File: config.mk
export PLATFORM = sky130hd
export DESIGN_NAME = rational_arithmetic_unit_flat
export DESIGN_NICKNAME = d
export VERILOG_FILES = /design/src/sv/rau_pkg.sv /design/src/sv/rau_in_if.sv /design/src/sv/rau_out_if.sv /design/src/sv/rau_datapath.sv /design/src/sv/rau_ctrl.sv /design/src/sv/rational_arithmetic_unit.sv /design/src/flat_wrapper.sv
export SDC_FILE = /design/constraint.sdc
export NUM_CORES = 2
export LEC_CHECK = 0
export BUFFER_PORTS_ARGS = -buffer_cell sky130_fd_sc_hd__buf_2
export CAP_MARGIN = 10
export CORE_MARGIN = 3
export CORE_UTILIZATION = 45
export DETAILED_ROUTE_END_ITERATION = 8
export GPL_TIMING_DRIVEN = 0
export MAX_ROUTING_LAYER = met4
export PLACE_DENSITY_LB_ADDON = 0.25
export SETUP_SLACK_MARGIN = 0.4
export SLEW_MARGIN = 5
export SYNTH_ARGS = -nofsm -noshare
export SYNTH_HDL_FRONTEND = slang
export SYNTH_SLANG_ARGS = --single-unit
File: constraint.sdc
create_clock -name clk -period 16.96 [get_ports clk]
set_input_delay 0.848 -clock clk [delete_from_list [all_inputs] [get_ports clk]]
set_output_delay 0.848 -clock clk [all_outputs]
set_load 0.01 [all_outputs]
File: src/sv/rau_pkg.sv
// ----------------------------------------------------------------------------
// rau_pkg
// Shared widths, codes and controller/datapath handshake types for the
// rational arithmetic unit.
// ----------------------------------------------------------------------------
package rau_pkg;

	localparam int OPERAND_WIDTH = 16;
	localparam int OPCODE_WIDTH  = 2;
	localparam int NUM_OUT_WIDTH = 33;
	localparam int DEN_OUT_WIDTH = 32;

	localparam int PROD_WIDTH  = 2 * OPERAND_WIDTH;
	localparam int MAG_WIDTH   = PROD_WIDTH + 1;
	localparam int SHIFT_WIDTH = $clog2(MAG_WIDTH + 1);
	localparam int COUNT_WIDTH = $clog2(MAG_WIDTH);
	localparam int EXT_WIDTH   = (MAG_WIDTH > NUM_OUT_WIDTH) ? MAG_WIDTH : NUM_OUT_WIDTH;

	typedef enum logic [OPCODE_WIDTH-1:0] {
		OP_ADD = 2'd0,
		OP_SUB = 2'd1,
		OP_MUL = 2'd2,
		OP_DIV = 2'd3
	} opcode_t;

	typedef enum logic [1:0] {
		MSEL_P1  = 2'd0,
		MSEL_P2  = 2'd1,
		MSEL_DEN = 2'd2
	} mul_sel_t;

	typedef struct packed {
		logic     load;
		logic     mul_en;
		mul_sel_t mul_sel;
		logic     sum;
		logic     gcd_init;
		logic     gcd_step;
		logic     div_step;
		logic     out_load;
	} rau_cmd_t;

	typedef struct packed {
		logic gcd_fin;
	} rau_stat_t;

endpackage

File: src/sv/rau_in_if.sv
// ----------------------------------------------------------------------------
// rau_in_if
// Operand channel: an opcode and two signed fractions per word.
// ----------------------------------------------------------------------------
interface rau_in_if import rau_pkg::*; ();

	logic                            valid;
	logic                            ready;
	logic [OPCODE_WIDTH-1:0]         opcode;
	logic signed [OPERAND_WIDTH-1:0] num_a;
	logic signed [OPERAND_WIDTH-1:0] den_a;
	logic signed [OPERAND_WIDTH-1:0] num_b;
	logic signed [OPERAND_WIDTH-1:0] den_b;

	modport source (output valid, opcode, num_a, den_a, num_b, den_b, input ready);
	modport sink (input valid, opcode, num_a, den_a, num_b, den_b, output ready);

endinterface

File: src/sv/rau_out_if.sv
// ----------------------------------------------------------------------------
// rau_out_if
// Result channel: one reduced fraction per word.
// ----------------------------------------------------------------------------
interface rau_out_if import rau_pkg::*; ();

	logic                            valid;
	logic                            ready;
	logic signed [NUM_OUT_WIDTH-1:0] num_out;
	logic signed [DEN_OUT_WIDTH-1:0] den_out;

	modport source (output valid, num_out, den_out, input ready);
	modport sink (input valid, num_out, den_out, output ready);

endinterface

File: src/sv/rau_datapath.sv
// ----------------------------------------------------------------------------
// rau_datapath
// Operand registers, shared multiplier, sign-magnitude adder, binary GCD
// unit and a two-lane restoring divider, driven by the controller.
// ----------------------------------------------------------------------------
module rau_datapath import rau_pkg::*; (
	input  logic                            clk,
	input  logic                            arst_n,
	input  rau_cmd_t                        cmd,
	output rau_stat_t                       stat,
	input  logic [OPCODE_WIDTH-1:0]         opcode,
	input  logic signed [OPERAND_WIDTH-1:0] num_a,
	input  logic signed [OPERAND_WIDTH-1:0] den_a,
	input  logic signed [OPERAND_WIDTH-1:0] num_b,
	input  logic signed [OPERAND_WIDTH-1:0] den_b,
	output logic signed [NUM_OUT_WIDTH-1:0] num_out,
	output logic signed [DEN_OUT_WIDTH-1:0] den_out
);

	function automatic logic [OPERAND_WIDTH-1:0] mag_of(input logic [OPERAND_WIDTH-1:0] v);
		logic [OPERAND_WIDTH-1:0] u;
		u = v;
		return v[OPERAND_WIDTH-1] ? (~u + 1'b1) : u;
	endfunction

	opcode_t                  op_q;
	logic                     na_neg_q, da_neg_q, nb_neg_q, db_neg_q;
	logic [OPERAND_WIDTH-1:0] na_mag_q, da_mag_q, nb_mag_q, db_mag_q;

	logic [OPERAND_WIDTH-1:0] x_mag, y_mag;
	logic                     x_neg, y_neg;
	logic [PROD_WIDTH-1:0]    prod;

	logic [PROD_WIDTH-1:0]    p1_mag_q, p2_mag_q, pd_mag_q;
	logic                     p1_neg_q, p2_neg_q, pd_neg_q;

	logic                     p2_neg_eff;
	logic [MAG_WIDTH-1:0]     sum_a, sum_b, sum_ab;
	logic [MAG_WIDTH:0]       diff_ab;
	logic [MAG_WIDTH-1:0]     diff_ba;
	logic [MAG_WIDTH-1:0]     sum_mag;
	logic                     sum_neg;

	logic [MAG_WIDTH-1:0]     nmag_q, dmag_q;
	logic                     nneg_q, dneg_q;

	logic [MAG_WIDTH-1:0]     ga_q, gb_q, g_q, g_next;
	logic [SHIFT_WIDTH-1:0]   k_q;
	logic [MAG_WIDTH:0]       g_diff;

	logic [MAG_WIDTH-1:0]     rem_n_q, rem_d_q, quo_n_q, quo_d_q;
	logic [MAG_WIDTH:0]       shn, shd, trial_n, trial_d, g_ext;

	logic [EXT_WIDTH-1:0]     n_ext, d_ext, n_sgn, d_sgn;
	logic signed [NUM_OUT_WIDTH-1:0] num_out_q;
	logic signed [DEN_OUT_WIDTH-1:0] den_out_q;

	always_ff @(posedge clk) begin
		if (cmd.load) begin
			op_q     <= opcode_t'(opcode);
			na_neg_q <= num_a[OPERAND_WIDTH-1];
			da_neg_q <= den_a[OPERAND_WIDTH-1];
			nb_neg_q <= num_b[OPERAND_WIDTH-1];
			db_neg_q <= den_b[OPERAND_WIDTH-1];
			na_mag_q <= mag_of(num_a);
			da_mag_q <= mag_of(den_a);
			nb_mag_q <= mag_of(num_b);
			db_mag_q <= mag_of(den_b);
		end
	end

	always_comb begin
		x_mag = na_mag_q;
		x_neg = na_neg_q;
		y_mag = db_mag_q;
		y_neg = db_neg_q;
		case (cmd.mul_sel)
			MSEL_P1: begin
				case (op_q)
					OP_ADD: begin
						x_mag = nb_mag_q; x_neg = nb_neg_q;
						y_mag = da_mag_q; y_neg = da_neg_q;
					end
					OP_MUL: begin
						y_mag = nb_mag_q; y_neg = nb_neg_q;
					end
					default: begin
					end
				endcase
			end
			MSEL_P2: begin
				case (op_q)
					OP_ADD: begin
					end
					OP_SUB: begin
						x_mag = nb_mag_q; x_neg = nb_neg_q;
						y_mag = da_mag_q; y_neg = da_neg_q;
					end
					default: begin
						x_mag = '0;
					end
				endcase
			end
			MSEL_DEN: begin
				x_mag = da_mag_q; x_neg = da_neg_q;
				if (op_q == OP_DIV) begin
					y_mag = nb_mag_q; y_neg = nb_neg_q;
				end
			end
			default: begin
			end
		endcase
		prod = PROD_WIDTH'(x_mag) * PROD_WIDTH'(y_mag);
	end

	always_ff @(posedge clk) begin
		if (cmd.mul_en) begin
			case (cmd.mul_sel)
				MSEL_P1: begin
					p1_mag_q <= prod;
					p1_neg_q <= x_neg ^ y_neg;
				end
				MSEL_P2: begin
					p2_mag_q <= prod;
					p2_neg_q <= x_neg ^ y_neg;
				end
				default: begin
					pd_mag_q <= prod;
					pd_neg_q <= x_neg ^ y_neg;
				end
			endcase
		end
	end

	always_comb begin
		p2_neg_eff = p2_neg_q ^ (op_q == OP_SUB);
		sum_a      = MAG_WIDTH'(p1_mag_q);
		sum_b      = MAG_WIDTH'(p2_mag_q);
		sum_ab     = sum_a + sum_b;
		diff_ab    = {1'b0, sum_a} - {1'b0, sum_b};
		diff_ba    = sum_b - sum_a;
		if (p1_neg_q == p2_neg_eff) begin
			sum_mag = sum_ab;
			sum_neg = p1_neg_q;
		end else if (diff_ab[MAG_WIDTH]) begin
			sum_mag = diff_ba;
			sum_neg = p2_neg_eff;
		end else begin
			sum_mag = diff_ab[MAG_WIDTH-1:0];
			sum_neg = p1_neg_q;
		end
	end

	always_ff @(posedge clk) begin
		if (cmd.sum) begin
			nmag_q <= sum_mag;
			nneg_q <= sum_neg;
			dmag_q <= MAG_WIDTH'(pd_mag_q);
			dneg_q <= pd_neg_q;
		end
	end

	assign stat.gcd_fin = (nmag_q == '0) || (gb_q == '0) || (ga_q == gb_q);
	assign g_next       = (nmag_q == '0) ? MAG_WIDTH'(1) : (ga_q << k_q);
	assign g_diff       = {1'b0, ga_q} - {1'b0, gb_q};

	always_ff @(posedge clk) begin
		if (cmd.gcd_init) begin
			ga_q <= nmag_q;
			gb_q <= dmag_q;
			k_q  <= '0;
		end else if (cmd.gcd_step) begin
			if (stat.gcd_fin) begin
				g_q <= g_next;
			end else if (!ga_q[0] && !gb_q[0]) begin
				ga_q <= ga_q >> 1;
				gb_q <= gb_q >> 1;
				k_q  <= k_q + 1'b1;
			end else if (!ga_q[0]) begin
				ga_q <= ga_q >> 1;
			end else if (!gb_q[0]) begin
				gb_q <= gb_q >> 1;
			end else if (g_diff[MAG_WIDTH]) begin
				gb_q <= gb_q - ga_q;
			end else begin
				ga_q <= g_diff[MAG_WIDTH-1:0];
			end
		end
	end

	always_comb begin
		g_ext   = {1'b0, g_q};
		shn     = {rem_n_q, quo_n_q[MAG_WIDTH-1]};
		shd     = {rem_d_q, quo_d_q[MAG_WIDTH-1]};
		trial_n = shn - g_ext;
		trial_d = shd - g_ext;
	end

	always_ff @(posedge clk) begin
		if (cmd.gcd_step && stat.gcd_fin) begin
			rem_n_q <= '0;
			rem_d_q <= '0;
			quo_n_q <= nmag_q;
			quo_d_q <= dmag_q;
		end else if (cmd.div_step) begin
			if (shn >= g_ext) begin
				rem_n_q <= trial_n[MAG_WIDTH-1:0];
				quo_n_q <= {quo_n_q[MAG_WIDTH-2:0], 1'b1};
			end else begin
				rem_n_q <= shn[MAG_WIDTH-1:0];
				quo_n_q <= {quo_n_q[MAG_WIDTH-2:0], 1'b0};
			end
			if (shd >= g_ext) begin
				rem_d_q <= trial_d[MAG_WIDTH-1:0];
				quo_d_q <= {quo_d_q[MAG_WIDTH-2:0], 1'b1};
			end else begin
				rem_d_q <= shd[MAG_WIDTH-1:0];
				quo_d_q <= {quo_d_q[MAG_WIDTH-2:0], 1'b0};
			end
		end
	end

	always_comb begin
		n_ext = EXT_WIDTH'(quo_n_q);
		d_ext = EXT_WIDTH'(quo_d_q);
		n_sgn = nneg_q ? (~n_ext + 1'b1) : n_ext;
		d_sgn = dneg_q ? (~d_ext + 1'b1) : d_ext;
	end

	always_ff @(posedge clk) begin
		if (cmd.out_load) begin
			num_out_q <= n_sgn[NUM_OUT_WIDTH-1:0];
			den_out_q <= d_sgn[DEN_OUT_WIDTH-1:0];
		end
	end

	assign num_out = num_out_q;
	assign den_out = den_out_q;

	a_gcd_nonzero: assert property (@(posedge clk) disable iff (!arst_n)
		cmd.gcd_step && !stat.gcd_fin |-> ga_q != '0)
		else $error("GCD operand collapsed to zero before reduction finished.");

	a_g_valid: assert property (@(posedge clk) disable iff (!arst_n)
		cmd.gcd_step && stat.gcd_fin |=> g_q != '0)
		else $error("Reduction divisor is zero.");

	a_rem_bound: assert property (@(posedge clk) disable iff (!arst_n)
		cmd.div_step |-> (rem_n_q < g_q) && (rem_d_q < g_q))
		else $error("Divider remainder is not below the divisor.");

endmodule

File: src/sv/rau_ctrl.sv
// ----------------------------------------------------------------------------
// rau_ctrl
// Sequencer for the rational arithmetic unit: steps the datapath through
// multiplication, summation, GCD search and division, and owns the
// handshakes on both channels.
// ----------------------------------------------------------------------------
module rau_ctrl import rau_pkg::*; (
	input  logic      clk,
	input  logic      arst_n,
	input  logic      in_valid,
	output logic      in_ready,
	output logic      out_valid,
	input  logic      out_ready,
	output rau_cmd_t  cmd,
	input  rau_stat_t stat
);

	typedef enum logic [3:0] {
		S_IDLE,
		S_MUL1,
		S_MUL2,
		S_MUL3,
		S_SUM,
		S_GINIT,
		S_GCD,
		S_DIV,
		S_OUT
	} state_t;

	state_t                 state_q;
	logic [COUNT_WIDTH-1:0] cnt_q;
	logic                   out_valid_q;
	logic                   out_free;

	assign in_ready  = (state_q == S_IDLE);
	assign out_valid = out_valid_q;
	assign out_free  = !out_valid_q || out_ready;

	always_comb begin
		cmd          = '0;
		cmd.mul_sel  = MSEL_P1;
		case (state_q)
			S_IDLE: cmd.load = in_valid;
			S_MUL1: cmd.mul_en = 1'b1;
			S_MUL2: begin
				cmd.mul_en  = 1'b1;
				cmd.mul_sel = MSEL_P2;
			end
			S_MUL3: begin
				cmd.mul_en  = 1'b1;
				cmd.mul_sel = MSEL_DEN;
			end
			S_SUM:   cmd.sum = 1'b1;
			S_GINIT: cmd.gcd_init = 1'b1;
			S_GCD:   cmd.gcd_step = 1'b1;
			S_DIV:   cmd.div_step = 1'b1;
			S_OUT:   cmd.out_load = out_free;
			default: begin
			end
		endcase
	end

	always_ff @(posedge clk or negedge arst_n) begin
		if (!arst_n) begin
			state_q     <= S_IDLE;
			cnt_q       <= '0;
			out_valid_q <= 1'b0;
		end else begin
			if (state_q == S_OUT && out_free) begin
				out_valid_q <= 1'b1;
			end else if (out_ready) begin
				out_valid_q <= 1'b0;
			end
			case (state_q)
				S_IDLE: begin
					if (in_valid) begin
						state_q <= S_MUL1;
					end
				end
				S_MUL1:  state_q <= S_MUL2;
				S_MUL2:  state_q <= S_MUL3;
				S_MUL3:  state_q <= S_SUM;
				S_SUM:   state_q <= S_GINIT;
				S_GINIT: state_q <= S_GCD;
				S_GCD: begin
					if (stat.gcd_fin) begin
						cnt_q   <= '0;
						state_q <= S_DIV;
					end
				end
				S_DIV: begin
					cnt_q <= cnt_q + 1'b1;
					if (cnt_q == COUNT_WIDTH'(MAG_WIDTH - 1)) begin
						state_q <= S_OUT;
					end
				end
				S_OUT: begin
					if (out_free) begin
						state_q <= S_IDLE;
					end
				end
				default: state_q <= S_IDLE;
			endcase
		end
	end

	a_no_overwrite: assert property (@(posedge clk) disable iff (!arst_n)
		cmd.out_load |-> (!out_valid_q || out_ready))
		else $error("Result register overwritten while a word was still waiting.");

	a_accept_starts: assert property (@(posedge clk) disable iff (!arst_n)
		in_valid && in_ready |=> state_q == S_MUL1)
		else $error("Accepted word did not start the multiply sequence.");

	a_load_shows: assert property (@(posedge clk) disable iff (!arst_n)
		cmd.out_load |=> out_valid_q && state_q == S_IDLE)
		else $error("Loaded result was not presented.");

endmodule

File: src/sv/rational_arithmetic_unit.sv
// ----------------------------------------------------------------------------
// rational_arithmetic_unit
// The time from acceptance to result varies with the binary GCD search.
// One word is processed at a time; the GCD loop and the 33-step divider set
// the rate. A finished result waits in its output register while the next
// word is taken. Reset clears the sequencer and the result valid flag only.
// ----------------------------------------------------------------------------
module rational_arithmetic_unit import rau_pkg::*; (
	input logic       clk,
	input logic       arst_n,
	rau_in_if.sink    operand,
	rau_out_if.source result
);

	rau_cmd_t  cmd;
	rau_stat_t stat;

	rau_ctrl u_ctrl (
		.clk       (clk),
		.arst_n    (arst_n),
		.in_valid  (operand.valid),
		.in_ready  (operand.ready),
		.out_valid (result.valid),
		.out_ready (result.ready),
		.cmd       (cmd),
		.stat      (stat)
	);

	rau_datapath u_datapath (
		.clk     (clk),
		.arst_n  (arst_n),
		.cmd     (cmd),
		.stat    (stat),
		.opcode  (operand.opcode),
		.num_a   (operand.num_a),
		.den_a   (operand.den_a),
		.num_b   (operand.num_b),
		.den_b   (operand.den_b),
		.num_out (result.num_out),
		.den_out (result.den_out)
	);

endmodule

File: src/flat_wrapper.sv
// flat-port wrapper written by rule: the top's interface ports become plain ports
module rational_arithmetic_unit_flat import rau_pkg::*;
  (clk, arst_n, operand_valid, operand_opcode, operand_num_a, operand_den_a, operand_num_b, operand_den_b, operand_ready, result_valid, result_num_out, result_den_out, result_ready);
  rau_in_if operand_i ();
  rau_out_if result_i ();
  input logic clk;
  input logic arst_n;
  input wire logic [$bits(operand_i.valid)-1:0] operand_valid;
  input wire logic [$bits(operand_i.opcode)-1:0] operand_opcode;
  input wire logic [$bits(operand_i.num_a)-1:0] operand_num_a;
  input wire logic [$bits(operand_i.den_a)-1:0] operand_den_a;
  input wire logic [$bits(operand_i.num_b)-1:0] operand_num_b;
  input wire logic [$bits(operand_i.den_b)-1:0] operand_den_b;
  output wire logic [$bits(operand_i.ready)-1:0] operand_ready;
  output wire logic [$bits(result_i.valid)-1:0] result_valid;
  output wire logic [$bits(result_i.num_out)-1:0] result_num_out;
  output wire logic [$bits(result_i.den_out)-1:0] result_den_out;
  input wire logic [$bits(result_i.ready)-1:0] result_ready;
  assign operand_i.valid = operand_valid;
  assign operand_i.opcode = operand_opcode;
  assign operand_i.num_a = operand_num_a;
  assign operand_i.den_a = operand_den_a;
  assign operand_i.num_b = operand_num_b;
  assign operand_i.den_b = operand_den_b;
  assign operand_ready = operand_i.ready;
  assign result_valid = result_i.valid;
  assign result_num_out = result_i.num_out;
  assign result_den_out = result_i.den_out;
  assign result_i.ready = result_ready;
  rational_arithmetic_unit u_core (.clk(clk), .arst_n(arst_n), .operand(operand_i), .result(result_i));
endmodule
==> run summary <==
CP Buf/Inv Count = 8
CTS tree = yes
Gate Count Post-Synth = 4,908
Hold WC Path Type = in2async
Clk_lat worst skew = 0.65 ns
Routed Antenna Nets = 0
Crit path max-delay family = adder cells
DP HPWL = 125 mm
Fin Setup TNS = 0 ns
Core ar. = 99,100 um2
#FFs+latches synth = 549
Synthesized area = 45,400 um2
I/O pin cnt = 137
PostCTS Resize Cnt = 0
Worst-path clk slew = 0.06 ns
DP Worst Slack = 6.12 ns
Startpoint types = register
Routed WL per cell = 23.9 um
RSZ-0062 raised after global routing = no
I/O Buffers = 136
Hold-fix buffer count after cts = 0
Net Count, Synth = 5,520
Clk root buf = clkbuf_16
Maximum capacitance violations = 0
First-pass GRT wire length = 231 mm
Die Ht = 323 um
Final Cycle Share = 0.655
Syn_area_per_cell = 9.24 um2
Postcts setup bufs = 0
Total congestion overflow = 0
Synth Flop Type = edfxtp_1
Die area = 105,000 um2
Outcome = finished clean
DRT Pass-1 Iters = 6
Number of nets in the layout = 5,749
Final setup viols = 0
Worst-path maximum fanout = 10
Crit. End Element = register
Largest net degree at the start of global routing = 71
Layout area overhead = 10.7%
Share of cells above drive strength 1 = 0.0778
Worst Slack Setup Final = 5.84 ns
Most used cell, CP = fa_1
Final wirelength = 155 mm
Measured slew at the worst slew-check pin = 1.38 ns
Worst path max stage delay = 0.77 ns
Required @ worst endpoint = 17.28 ns
Fin crit period = 11.12 ns
Crit path kind = reg2reg
Initial antenna violation count = 11
Drt via density = 5.94
Number of synthesized flops with an enable pin = 466
Critical path arrival = 11.43 ns
Fin. Hold Viols = 0
Initial core utilization = 0.458
Fillers = 9,325
H-tree depth = 3
Async S/R FF share, synth = 0.0200
Synth cell types = 88
Clk_skew = 0.0279 ns
Fin. max-slew vios = 0
Routed vias = 38.5k
Num Clock Sinks = 549
Placer Congestion = 1.01
Vias in the first global route = 36.8k
Row count = 115
DR iter-0 viols = 4,030
GRT Total Usage = 0.302
Slew margin rel. = 0.0773
Post-synthesis sequential area ratio = 0.346
Max Fclk = 90.0 MHz
Warnings, synthesis = 0
DR DRC count = 0
Clock buffer depth = 3
CTS buffer count = 68
Critical path's slowest cell = nor2_1
Chip width = 323 um
-- state kept, by name, summed over array words and instances, names as in the netlist, 2 cells and up --
name	flops
u_core.u_ctrl.cnt_q	6
u_core.u_ctrl.state_q	4
u_core.u_datapath.d_ext	33
u_core.u_datapath.da_mag_q	16
u_core.u_datapath.db_mag_q	16
u_core.u_datapath.den_out	32
u_core.u_datapath.dmag_q	32
u_core.u_datapath.g_q	33
u_core.u_datapath.ga_q	33
u_core.u_datapath.gb_q	33
u_core.u_datapath.k_q	6
u_core.u_datapath.n_ext	33
u_core.u_datapath.na_mag_q	16
u_core.u_datapath.nb_mag_q	16
u_core.u_datapath.nmag_q	33
u_core.u_datapath.num_out	33
u_core.u_datapath.op_q	2
u_core.u_datapath.p1_mag_q	32
u_core.u_datapath.p2_mag_q	32
u_core.u_datapath.pd_mag_q	32
u_core.u_datapath.rem_d_q	33
u_core.u_datapath.rem_n_q	33
-- placed cells by master (no fill, tap or decap), drive strengths merged, types with 68 or more instances in the layout --
| cell type | count |
|---|---|
| nand2 | 498 |
| mux2 | 68 |
| xor2 | 69 |
| dfxtp | 72 |
| inv | 515 |
| o21ai | 309 |
| a21oi | 328 |
| fa | 201 |
| nor2 | 452 |
| clkbuf | 276 |
| nor3 | 71 |
| edfxtp | 466 |
| a21o | 119 |
| xnor2 | 217 |
| buf | 184 |
| ha | 341 |
-- cells in the mapped netlist, drive strengths merged (47+ instances only) --
master / n / area, um2
nand3: 55 / 280
dfxtp: 72 / 1440
nor2: 452 / 1700
o21ai: 309 / 1550
a221oi: 47 / 412
clkbuf: 198 / 743
nand2: 498 / 1870
a21oi: 328 / 1640
fa: 201 / 4020
nand2b: 48 / 300
a22oi: 48 / 360
edfxtp: 466 / 14000
mux2: 68 / 766
o31ai: 47 / 367
nor3: 71 / 367
ha: 341 / 4270
o21bai: 49 / 368
a21o: 119 / 893
xnor2: 217 / 1900
inv: 509 / 1910
xor2: 69 / 604
-- per-layer routing --
layer  vias to the layer above  track usage  wire length [um]
met5                         -            -                 0
met4                         0        0.125              7170
met3                       303       0.0381             10600
met2                      1612        0.470             70600
met1                     18800        0.400             66200
li1                      17800            -                 -
-- logic make-up (layout without fill, tap and decap cells) --
group	after synthesis	after routing	synth area share
other cells	0	6	0
buf+inv	734	1017	0.0609
compound gates	1258	1258	0.178
xor+xnor	286	286	0.0552
fa+ha+maj	542	542	0.183
simple gates	1415	1415	0.142
mux	124	124	0.0342
flops	549	549	0.346
-- worst reg2reg max path: cells and delay by family, from the launching register on --
kind | cells | cell delay (ns)
compound gates | 7 | 2.32
fa+ha+maj | 7 | 3.41
xor+xnor | 1 | 0.43
simple gates | 9 | 2.41
flops | 1 | 0.37
buf+inv | 8 | 1.84
-- final timing paths --
path / from / endpoint / slack, ns / depth (start not counted)
min in group clk: operand_opcode[1] / u_core.u_datapath.op_q[1]$_DFFE_PP_ / 0.38 / 1
hold / removal: arst_n / u_core.u_ctrl.cnt_q[1]$_DFFE_PN0P_ / 0.08 / 1
max in group asynchronous: arst_n / u_core.u_ctrl.cnt_q[5]$_DFFE_PN0P_ / 16.66 / 1
setup reg to reg: u_core.u_ctrl.state_q[3]$_DFFE_PN0P_ / u_core.u_datapath.pd_mag_q[30]$_DFFE_PP_ / 5.84 / 32
setup / recovery: u_core.u_ctrl.state_q[3]$_DFFE_PN0P_ / u_core.u_datapath.pd_mag_q[30]$_DFFE_PP_ / 5.84 / 32
hold reg to reg: u_core.u_datapath.pd_mag_q[3]$_DFFE_PP_ / u_core.u_datapath.dmag_q[3]$_DFFE_PP_ / 0.41 / 0
-- stage by stage --
stage          instance area [um2]  cells  utilization  hold slack [ns]
6_report                     50200   6484        0.507           0.0771
4_1_cts                      50200   6478        0.506           0.0465
5_1_grt                      50200   6482        0.506           0.0663
3_5_place_dp                 48000   6354        0.485            0.405
2_1_floorplan                45400   4908            -            0.400
3_3_place_gp                 47600   6331        0.481            0.401
-- cell type report --
class / instances / area [um2] / share of cell area
Clock buffer: 78 / 1740 / 0.0346
Clock inverter: 46 / 424 / 0.00845
Multi-Input combinational cell: 3625 / 26900 / 0.536
Timing Repair Buffer: 159 / 1020 / 0.0204
Inverter: 511 / 1920 / 0.0382
Sequential cell: 549 / 15700 / 0.313
Antenna cell: 6 / 15.0 / 0.000299
Buffer: 223 / 845 / 0.0168
Tap cell: 1287 / 1610 / 0.0321
Power is not shown: default switching activity piles up to over one toggle a cycle in this logic, so the estimate is an artifact.
